`config.mk`:
```
export PLATFORM = sky130hd
export DESIGN_NAME = mhpq_ctrl
export DESIGN_NICKNAME = d
export VERILOG_FILES = /design/src/hdl/mhpq_pkg.sv /design/src/hdl/mhpq_ctrl.sv
export SDC_FILE = /design/constraint.sdc
export NUM_CORES = 1
export LEC_CHECK = 0
export BUFFER_PORTS_ARGS = -buffer_cell sky130_fd_sc_hd__buf_2
export CAP_MARGIN = 20
export CELL_PAD_IN_SITES_DETAIL_PLACEMENT = 1
export CELL_PAD_IN_SITES_GLOBAL_PLACEMENT = 1
export CORE_AREA = 2 2 56 45
export DETAILED_ROUTE_END_ITERATION = 8
export DIE_AREA = 0 0 58 47
export PLACE_DENSITY_LB_ADDON = 0.1
export SETUP_SLACK_MARGIN = 0.02
export SYNTH_ARGS = -nofsm -noshare
export SYNTH_HDL_FRONTEND = slang
export SYNTH_SLANG_ARGS = --single-unit
```
`constraint.sdc`:
```
create_clock -name clk_i -period 2.18 [get_ports clk_i]
set_input_delay 0.109 -clock clk_i [delete_from_list [all_inputs] [get_ports clk_i]]
set_output_delay 0.109 -clock clk_i [all_outputs]
set_load 0.01 [all_outputs]
```
`src/hdl/mhpq_pkg.sv`:
```
// Shared types and codes of the min-heap priority queue.
// Used by mhpq_ctrl, mhpq_datapath and min_heap_priority_queue; no dependencies.
`timescale 1ns / 1ps

package mhpq_pkg;

  // Opcodes carried on the slave-side tuser
  localparam logic [1:0] OP_INSERT = 2'd0;
  localparam logic [1:0] OP_REMOVE = 2'd1;
  localparam logic [1:0] OP_PEEK   = 2'd2;

  // Result status codes carried on the master-side tuser
  localparam logic [1:0] ST_DONE  = 2'd0;
  localparam logic [1:0] ST_FULL  = 2'd1;
  localparam logic [1:0] ST_EMPTY = 2'd2;

  // Datapath operations issued by the controller
  typedef enum logic [3:0] {
    DP_NOP,
    DP_INS_START,  // count up, hole at new last slot, latch value
    DP_UP_READ,    // read parent of hole
    DP_UP_STEP,    // move parent down or drop value into hole
    DP_PLACE,      // drop value into hole
    DP_RM_START,   // latch root as result, read last slot, count down
    DP_RM_LOAD,    // latch last entry as value, hole at root
    DP_DN_READ,    // read both children of hole
    DP_DN_STEP     // move smaller child up or drop value into hole
  } dp_op_e;

  typedef struct packed {
    dp_op_e     op;
    logic       out_load;  // load output payload
    logic       res_held;  // output latched minimum instead of current root
    logic [1:0] status;
  } dp_cmd_t;

  typedef struct packed {
    logic cnt_zero;
    logic cnt_full;
    logic pos_root;
    logic up_less;   // value below its parent
    logic dn_leaf;   // hole has no child
    logic dn_done;   // value not above either child
  } dp_stat_t;

endpackage

```
`src/hdl/mhpq_ctrl.sv`:
```
// Controller FSM of the min-heap priority queue: sequences insert, remove and peek.
// Depends on mhpq_pkg; drives mhpq_datapath through dp_cmd_t.
`timescale 1ns / 1ps

module mhpq_ctrl (
  input  logic              clk_i,
  input  logic              rst_ni,
  input  logic              in_valid_i,
  output logic              in_ready_o,
  input  logic [1:0]        opcode_i,
  output logic              out_valid_o,
  input  logic              out_ready_i,
  input  mhpq_pkg::dp_stat_t stat_i,
  output mhpq_pkg::dp_cmd_t  cmd_o
);
  import mhpq_pkg::*;

  typedef enum logic [2:0] {
    S_IDLE,
    S_UP,
    S_UP_CMP,
    S_RM_LOAD,
    S_DN,
    S_DN_CMP,
    S_FIN
  } state_e;

  state_e     state_q;
  logic [1:0] status_q;
  logic       res_held_q;
  logic       out_valid_q;
  logic       out_load;

  assign in_ready_o  = (state_q == S_IDLE);
  assign out_valid_o = out_valid_q;
  assign out_load    = (state_q == S_FIN) && (!out_valid_q || out_ready_i);

  always_comb begin
    cmd_o          = '0;
    cmd_o.op       = DP_NOP;
    cmd_o.status   = status_q;
    cmd_o.res_held = res_held_q;
    cmd_o.out_load = out_load;
    unique case (state_q)
      S_IDLE: begin
        if (in_valid_i) begin
          if (opcode_i == OP_INSERT && !stat_i.cnt_full) begin
            cmd_o.op = DP_INS_START;
          end else if (opcode_i == OP_REMOVE && !stat_i.cnt_zero) begin
            cmd_o.op = DP_RM_START;
          end
        end
      end
      S_UP:      cmd_o.op = stat_i.pos_root ? DP_PLACE : DP_UP_READ;
      S_UP_CMP:  cmd_o.op = DP_UP_STEP;
      S_RM_LOAD: cmd_o.op = DP_RM_LOAD;
      S_DN:      cmd_o.op = stat_i.dn_leaf ? DP_PLACE : DP_DN_READ;
      S_DN_CMP:  cmd_o.op = DP_DN_STEP;
      S_FIN:     cmd_o.op = DP_NOP;
      default:   cmd_o.op = DP_NOP;
    endcase
  end

  always_ff @(posedge clk_i or negedge rst_ni) begin
    if (!rst_ni) begin
      state_q     <= S_IDLE;
      status_q    <= ST_DONE;
      res_held_q  <= 1'b0;
      out_valid_q <= 1'b0;
    end else begin
      if (out_load) begin
        out_valid_q <= 1'b1;
      end else if (out_ready_i) begin
        out_valid_q <= 1'b0;
      end
      unique case (state_q)
        S_IDLE: begin
          if (in_valid_i) begin
            status_q   <= ST_DONE;
            res_held_q <= 1'b0;
            priority if (opcode_i == OP_INSERT) begin
              if (stat_i.cnt_full) begin
                status_q <= ST_FULL;
                state_q  <= S_FIN;
              end else begin
                state_q <= S_UP;
              end
            end else if (opcode_i == OP_REMOVE) begin
              if (stat_i.cnt_zero) begin
                status_q <= ST_EMPTY;
                state_q  <= S_FIN;
              end else begin
                res_held_q <= 1'b1;
                state_q    <= S_RM_LOAD;
              end
            end else begin
              state_q <= S_FIN;  // peek, and the unused code
            end
          end
        end
        S_UP:      state_q <= stat_i.pos_root ? S_FIN : S_UP_CMP;
        S_UP_CMP:  state_q <= stat_i.up_less ? S_UP : S_FIN;
        S_RM_LOAD: state_q <= stat_i.cnt_zero ? S_FIN : S_DN;
        S_DN:      state_q <= stat_i.dn_leaf ? S_FIN : S_DN_CMP;
        S_DN_CMP:  state_q <= stat_i.dn_done ? S_FIN : S_DN;
        S_FIN: begin
          if (out_load) begin
            state_q <= S_IDLE;
          end
        end
        default:   state_q <= S_IDLE;
      endcase
    end
  end

`ifndef ASSERT_OFF
  a_accept_leaves_idle: assert property (@(posedge clk_i) disable iff (!rst_ni)
    (state_q == S_IDLE && in_valid_i) |=> (state_q != S_IDLE))
    else $error("accepted item did not start work");
`endif

endmodule

```
Word level (Yosys, flattened, before mapping):

Cells that the tools add are included.

* register bits: 7
* input bits: 12
* output and inout port bits: 10
* logic and storage cells: 52

* multiplexer cells: 27
* reduce and logical (&&, ||, !) cells: 12
* equal/unequal tests: 9

Operators by type and width (count)
* $mux 3: 12
* $pmux 4 s6: 1
* $pmux 3 s7: 1
* $mux 2: 7
* $eq 3x3->1 const B: 3
* $eq 3x2->1 const B: 2
* $mux 1: 6
* $ne 2x2->1 const B: 2
* $reduce_and 2->1: 2
* $eq 3x1->1 const B: 1
* $logic_and 1x1->1: 3
* $logic_not 1->1: 3
* $logic_not 3->1: 1
* $eq 2x1->1 const B: 1
* $logic_not 2->1: 1
* $reduce_bool 2->1: 1
* $logic_or 1x1->1: 1

Logic depth before layout (Yosys ltp):

Gate-level depths: netlist of run 1.

* depth in word-level cells: 6
* gate-level depth with buffers: 6
* gate-level depth less buffers: 5

Worst setup path before layout of run 1:

OpenSTA, ideal clock, no wires.

* path kind: register to output
* start: register state_q[1]
* end: output cmd_o[6] (netlist bit)
* required time: 2.071 ns
* buffers on the path: 1
* arrival time: 1.585 ns
* cell stages (with the launch flop): 7
* slack: 0.486 ns
* cells stage by stage: dfrtp_1 buf_6 or3_4 clkinv_2 nand2_4 or4b_4 o211ai_2

RTL lines
* start: declaration: line mhpq_ctrl.sv:28 `state_e state_q;`
* start signal: assignment: line mhpq_ctrl.sv:101 `S_UP: state_q <= stat_i.pos_root ? S_FIN : S_UP_CMP;`
* start signal: assignment: line mhpq_ctrl.sv:102 `S_UP_CMP: state_q <= stat_i.up_less ? S_UP : S_FIN;`
* start signal: assignment: line mhpq_ctrl.sv:103 `S_RM_LOAD: state_q <= stat_i.cnt_zero ? S_FIN : S_DN;`
* end: declaration: line mhpq_ctrl.sv:14 `output mhpq_pkg::dp_cmd_t cmd_o`

==> results of run 1 <==
## through the flow
| step | area [µm²] | setup WS, ns |
|---|---|---|
| floorplan | 509.2 | 0.4860 |
| global placement | 623.1 | 0.3571 |
| detailed placement | 623.1 | 0.3379 |
| CTS | 659.4 | 0.03918 |
| global route | 668.1 | 0.03231 |
| finish | 668.1 | 0.1123 |
## cell usage in the layout (no fill, tap or decap), types with 2 or more instances in the layout
master | Yosys | routed
inv_1 | 5 | 5
a21oi_1 | 6 | 6
nand2_1 | 7 | 7
nor3b_1 | 2 | 2
nor2b_1 | 2 | 2
o21ai_0 | 5 | 5
buf_4 | 2 | 2
buf_2 | 0 | 21
nand2b_1 | 2 | 2
dfrtp_1 | 7 | 6
nor2_1 | 7 | 7
clkbuf_4 | 0 | 3
a211oi_1 | 2 | 2
o211ai_1 | 3 | 3
## path summary, 6_finish.rpt
| check | slack, ns | end | depth (start not counted) | startpoint |
|---|---|---|---|---|
| min in group asynchronous | 0.22 | state_q[1] | 2 | rst_ni |
| max | 0.11 | cmd_o[6] | 6 | state_q[1] |
| max in group asynchronous | 1.78 | state_q[1] | 2 | rst_ni |
| min reg2reg | 0.48 | status_q[1] | 2 | status_q[1] |
| min | 0.14 | status_q[0] | 3 | stat_i[4] |
| max reg2reg | 0.56 | res_held_q | 5 | state_q[1] |
## registers in the layout, summed over array words and instances, names as in the netlist
signal	flops
state_q	3
out_valid_o	1
status_q	2
res_held_q	1
## critical path, cell delays in order, from the launching register on
cell and delay, ns:
dfrtp_2 0.44, or3_4 0.39, clkinv_2 0.07, nand2_4 0.07, or4b_4 0.50, o211ai_2 0.07, buf_2 0.14
## layer usage
metal / share of wire, % / routed length [µm] / vias to the layer above
li1: - / - / 270
met1: 49 / 736 / 252
met2: 43 / 648 / 18
met3: 7.4 / 112 / 2
met4: 0.79 / 12 / 0
met5: 0 / 0 / -
## report_power, final
group          switching [µW]  internal, µW
Combinational             316           236
Sequential               57.0           195
Clock                    54.6          70.3
## logic make-up after synthesis
family | Yosys count
AO/OA/AOI/OAI | 19
buffers and inverters | 10
flip-flops | 7
AND/OR/NAND/NOR | 28
## final cells by class
class	count	area, µm²
fillers	279	1509
flip-flops and latches	7	176.4
well taps	25	31.28
inverters	6	23.77
clock buffers	4	26.28
repair buffers	24	130.1
multi-input cells	47	280.3
## what timing repair did
item,in CTS,in global routing
buffers inserted,0,1
endpoints found under the hold margin,7,0
gates resized for setup,0,1
hold buffers,1,0
endpoints found under the setup margin,0,1
## synthesized netlist by cell type (2+ instances only)
cell	count
o211ai_1	3
buf_4	2
a211oi_1	2
nand2_1	7
nor2b_1	2
nand2b_1	2
nor3b_1	2
dfrtp_1	7
a21oi_1	6
inv_1	5
nor2_1	7
o21ai_0	5
==> flow_results.org, run 1 <==
** Routing
- Summed over all layers, the routed wires come to roughly 1.5 mm.
- Post-detailed-route DRC marker count :: 0
- Number of iterations in the first detailed-routing pass :: 4
- In this run, the number of DRC markers left after iteration 0 of detailed routing was 3.
- After detailed routing, the average wire length per cell comes to 13.36 µm.
- The detail route stage leaves a number of antenna-violating nets equal to 0.
- Vias per inst :: between 4 and 5
- The routed layout has 542 vias.

** Status
- The run finished with clean final reports.

** Pwr
- In this run the power density over the cells is between 1000 and 1500 mW/mm².
- Overall power :: between 900 and 1000 µW
- Maximum ir drop on the vdd rail :: 521.3 µV
- For this design the static power due to leakage is 0.0003311 µW.

** Clock network
- TritonCTS built the clock tree.
- Longest Clk Path Bufs :: 2
- Clock-pin slew on the worst setup and hold paths :: 0.06 ns
- TritonCTS created 3 clock buffers.
- Maximum level of the CTS H-tree :: 1
- The clock reaches the later pin of the worst-skew pair after 0.26 ns.
- CTS placed an instance of clkbuf_4 at the clock tree root.
- Counting every sink on the clock net gives 7.

** Place
- Final weighted congestion in routability-driven placement :: between 0.6 and 0.7
- Detailed placement ended at an HPWL of roughly 1.2 mm.
- In this run, placement finished with an instance count of 107.
- Buffers placed on the I/O ports in this run total 21.

** GRT
- Met3 usage :: 5.510%
- The initial antenna violation count was 0.
- For this run, the total global-route usage over all layers was measured as around 13%.
- Met1 Resource Use GR :: 15.92%
- Via count of the first global-routing pass :: approximately 560
- GRT Residual Overflow :: 0
- GR peak layer :: met2
- Pin count of the biggest net entering global routing :: 14
- The first global-routing pass estimated about 2.5 mm of wire.
- Met2 track utilization from global routing :: 19.77%

** Synthesis
- Yosys attributes the largest share of cell area to dfrtp_1 (34%), a21oi_1 (5.9%), nand2_1 (5.2%), nor2_1 (5.2%), o21ai_0 (4.9%).
- The Yosys step of the flow raised 0 warnings.
- After synthesis, the share of cell area in mux cells is 0%.
- Of the synthesized area, sequential elements account for 34.40%.
- After Yosys synthesis, and, or, nand and nor cells account for 31.45% of the synthesized area.
- Flip-flop and latch count after synthesis :: 7
- A synthesized cell averages 7.957 µm².
- Async set-or-reset flop fraction in the synthesized netlist :: 100.0%
- Of all cell types, the one taking the most synthesized area is dfrtp_1.
- Synthesized net count :: between 70 and 80
- Area share of fa/ha/maj cells after synthesis :: 0%
- Share of Yosys cell area claimed by the top area cell type :: approximately 34%
- Synthesized cell area :: 509.2 µm²
- In this run, synthesis inferred 0 flip-flops with an integrated enable.
- Complex-gate fraction of the synthesized area :: 23.59%
- Count of distinct cell types in the synthesized netlist :: 26
- Summing the areas of all xor and xnor instances in the mapped netlist gives 0% of the synthesized area.
- Combinational family with the most area after synthesis :: simple AND/OR/NAND/NOR gates
- For this run, the leading register cell type out of synthesis is dfrtp_1.
- Synthesis produced a netlist whose cell count is 64.

** Critical path
- Capturing element type of the critical path :: output port
- At the worst endpoint, the required time is 2.07 ns.
- Peak fanout along the critical path :: 8
- Kind of launch point of the worst setup path :: flop
- Data arrives at the worst endpoint at just under 2 ns.
- Worst setup path class :: reg -> out

** Floorplanning
- The die covers 0.002726 mm².
- Number of rows created at floorplan :: 15
- Die outline width :: 58 µm
- I/O pin count :: 22
- For this configuration, the core starts out at a cell density of 23.39%.
- Measured along the y axis, the die boundary spans 47 µm.
- Placeable core area :: 0.002177 mm²

** Timing
- Of the available clock period, the critical path in the final layout requires 94.85%.
- Clock skew :: ~0.01 ns
- The hold violation count in the final report is 0.
- Unrepaired setup endpoints after global routing :: false
- The count of pins over their slew limit came to 0.
- Measured slew at the worst slew-check pin :: 0.4369 ns
- Timing-limited maximum frequency :: roughly 480 MHz
- Worst slew margin relative to its limit :: between 70% and 80%
- Worst Hold Slack :: 0.1359 ns
- In the final timing run, aggregate negative setup slack is 0 ns.
- Post-route minimum period :: a little over 2 ns
- Setup violations remaining at the end of the flow were counted as 0.

** Run
- Max-cap viol count :: 0

** Finish
- Cells with a size suffix above 1 make up a little over a third of the layout.
- Post-route core utilization :: a little under a third
- Excluding fillers, the count of instances in the completed layout stands at 113.
- Relative area change from synthesis to final layout :: 31.20%
- After the last flow step, the layout net total stands at just over 100.
- Antenna cell count :: 0

** Min path
- Worst min path class :: in -> reg
(Power assumes the default switching activity.)
==> run 2: changes to the inputs <==
GPL_TIMING_DRIVEN = 0   (was default)
==> run 2 against run 1 <==
Effect of this change:
- sequential power is essentially flat
- first-iteration DRC count grew to 3.7 times the previous value
- power grew 1.6%
- utilization grew 0.63 points
- clock power is essentially flat
- global-route usage shrank 0.12 points
- die area is the same
- clock skew shrank 0.0017 ns
- cell count grew 1.8%
- sequential share of layout area shrank 0.72 points
- critical endpoint unchanged
- largest cell class unchanged
==> flow_results.org, run 2 (same netlist as run 1, synthesis figures left out) <==
** Pwr
- Leakage dissipation :: 0.0003399 µW (+2.7%)
- The power share of the combinational group came to 60.5% (+1.1 points).
- Net Sw Power :: 428.6 µW (+0.12%)
- Power density of the placed cells :: 1385 mW/mm² (-0.48%)
- Fraction of power spent switching nets :: 45.39% (-0.65 points)
- Clock share of power :: 13.1% (-0.3 points)
- The internal power summed over all cells came to 515.5 µW (+2.8%).
- Sequential power share :: 26.3% (-0.9 points)
- The highest ir drop seen on vdd came to 569.4 µV (+9.2%).

** Critical path
- Depth of the worst register-to-register path :: 6 (+1)
- The worst setup path is launched from a flop.
- The required time of the critical path came to 2.07 ns (about the same).
- STA classifies the critical path endpoint as an output port.
- Peak fanout along the critical path :: 10 (+2)
- The cell family contributing the most delay on the critical path is simple AND/OR/NAND/NOR gates.
- Max incr delay on CP :: 0.50 ns (about the same)
- Buffers & Inverters on Critical Path :: 3 (+1)
- The worst register-to-register path begins at state_q[1].
- The arrival time at the worst endpoint is 2.01 ns (+0.05 ns).
- The critical path goes through buf_6 -> or3_4 -> clkinv_2 -> nand2_4 -> or4b_4 -> o211ai_2 -> buf_2.
- Reg-to-reg setup timing slack :: 0.51 ns (-0.05 ns)
- The critical path is of the reg -> out type.
- Endpoint of the lowest-slack register-to-register path :: res_held_q
- Worst path slowest cell :: or4b_4

** Floorplanning
- Die area :: 0.002726 mm² (unchanged)
- The number of rows created at floorplan was 15 (unchanged).
- Die extent in y :: 47 µm (unchanged)
- I/O pin count :: 22 (unchanged)
- Die outline width :: 58 µm (unchanged)
- The effective utilization at floorplan was 23.39% (unchanged).
- The placeable core area is 0.002177 mm² (unchanged).

** Finish
- Layout cell share with drive strength beyond 1 :: 35.56% (-0.81 points)
- In the layout the commonest cells are buf_2 (21), nor2_1 (7), nand2_1 (7), dfrtp_1 (7), a21oi_1 (6).
- The sequential cell area in the final layout was 175.2 µm² (-0.71%).
- Number of nets in the layout :: 103 (+2.0%)
- The largest registers in the layout are state_q x3, status_q x2.
- More flip-flops sit in one register than any other, and that register is state_q.
- The total non-filler cell area in the finished layout was 681.9 µm² (+2.1%).
- The share of the core filled with cells is 31.32% (+0.63 points).
- The library cell used most frequently in the layout, excluding fill and tap cells, is buf_2.
- The filler cell count in the final layout came to 279 (unchanged).
- Relative area change from synthesis to final layout :: 33.91%
- The antenna cell count is 0 (unchanged).
- The area occupied by multi-input gates came to 280.3 µm² (unchanged).
- Number of flip-flops in the largest register :: 3 (unchanged)
- Finished Layout Cells :: 115 (+1.8%)

** Place
- The sum of net half-perimeters after detailed placement was 1.143 mm (-4.5%).
- Final weighted congestion in routability-driven placement :: 0.7076 (+3.8%)
- The number of input and output port buffers inserted came to 21 (unchanged).
- Number of cells in the design after placement :: 110 (+2.8%)
- The pre-CTS setup slack was 0.3146 ns (-0.02331 ns).
- Post-detailed-placement cell area :: 645.6 µm² (+3.6%)

** GRT
- The largest net degree at the start of global routing came to 11 (-3).
- Total global-route track usage :: 12.52% (-0.12 points)
- Wire length of the first global-routing pass :: 2.456 mm (-0.85%)
- The initial antenna violation count was 0 (unchanged).
- GRT Residual Overflow :: 0 (unchanged)
- The number of global-route vias before repair was 509 (-8.9%).

** Timing
- The final number of setup-violating endpoints came to 0 (unchanged).
- The clock skew after layout came to 0.008252 ns (-0.001742 ns).
- The final setup slack of the worst path came to 0.06353 ns (-0.04880 ns).
- The hold violation count in the final report came to 0 (unchanged).
- Worst Hold Slack :: 0.1166 ns (-0.01926 ns)
- Timing-limited maximum frequency :: 472.5 MHz (-2.3%)
- Final Cycle Share :: 97.09% (+2.2 points)
- Setup repair after global routing could not meet its margin everywhere.
- The time the final worst path needs with I/O delays and setup was 2.116 ns (+0.04880 ns).
- The slew of the pin with the lowest slew margin was 0.4308 ns (-0.006143 ns).
- Count of final max-slew check failures :: 0 (unchanged)
- Worst slew margin relative to its limit :: 71.28% (+0.59 points)

** Clock network
- Number of buffers created by CTS :: 3 (unchanged)
- Post-CTS setup buffer count :: 0 (unchanged)
- Root Buffer :: clkbuf_4
- Longest Clk Path Bufs :: 2 (unchanged)
- Maximum level of the CTS H-tree :: 1 (unchanged)
- Number of sinks driven by the clock tree :: 7 (unchanged)
- TritonCTS built the clock tree.
- Worst-Skew Late Latency :: 0.26 ns (about the same)
- The clock-pin slew reported for the worst setup and hold paths after clock tree synthesis is 0.06 ns (about the same).

** Status
- The run finished with clean final reports.

** Run
- Max-cap viol count :: 0 (unchanged)

** Routing
- Number of iterations in the first detailed-routing pass :: 4 (unchanged)
- The wire length on met3 came to 56 µm (-50%).
- Wire length per cell :: 12.74 µm (-4.7%)
- The detailed-route wire length was 1.465 mm (-3.0%).
- Vias per inst :: 4.687 (-2.3%)
- Routed via count :: 539 (-0.55%)
- The detailed router used layers up to and including met4.
- 1st-iter DRT viols :: 11 (+8)
- The met2 wirelength from detailed routing was 638 µm (-1.5%).
- Number of antenna-violating nets in the routed design :: 0 (unchanged)
- DRT met1 WL :: 757 µm (+2.9%)
- The number of remaining DRC errors came to 0 (unchanged).

** Min path
- Startpoint of the worst hold path :: stat_i[4]
- Terminating pin of the worst hold path :: status_q[0]
- The instance count along the most critical hold path was 3 (unchanged).
- Worst min path class :: in -> reg
## run 2: cell count changes in the layout (fill, tap and decap cells not counted)
cell / before / now
clkbuf_1: 1 / 2
dfrtp_1: 6 / 7
dfrtp_2: 1 / 0
buf_6: 0 / 1
## run 2: stage by stage
step / total power (µW) / setup TNS (ns)
after floorplan: 633.1 / 0
after global placement: 824.6 / 0
after detailed placement: 823.8 / 0
after CTS: 960.1 / 0
after global routing: 1042 / -0.02468
final: 944.1 / 0
## run 2: final cells by class
class                   instances  share of cell area, %
multi-input cells              47                  41.10
flip-flops and latches          7                  25.69
repair buffers                 22                  16.88
well taps                      25                  4.587
plain buffers                   4                  4.404
clock buffers                   4                  3.853
inverters                       6                  3.486
## run 2: tightest hold or removal path: stages
cell     delay, ns
buf_2         0.11
nand2_1       0.05
o21ai_0       0.06
## run 2: routing by layer
metal  up-vias  track usage [%]
li1        275                -
met3         2            4.132
met1       250            17.91
met4         0            2.791
met5         -                0
met2        12            18.41
## run 2: power groups by stage
stage,Sequential [µW],Clock [µW],Combinational [µW]
6_report,249,124,571
5_1_grt,258,138,646
4_1_cts,248,130,581
3_5_place_dp,249,0,575
3_3_place_gp,249,0,576
2_1_floorplan,249,0,384
## run 2: worst max-delay path by stage
stage | from | end | slack [ns] | cells after the start
2_1_floorplan | state_q[1] | cmd_o[6] | 0.49 | 6
3_3_place_gp | state_q[1] | cmd_o[6] | 0.32 | 7
3_5_place_dp | state_q[1] | cmd_o[6] | 0.31 | 7
4_1_cts | state_q[1] | cmd_o[6] | 0.03 | 7
5_1_grt | state_q[1] | cmd_o[6] | -0.02 | 7
6_report | state_q[1] | cmd_o[6] | 0.06 | 7
## run 2: what timing repair did
action | in CTS | in global routing
resized for setup | 0 | 0
hold buffers | 1 | 0
hold endpoints to repair | 7 | 0
endpoints found under the setup margin | 0 | 1
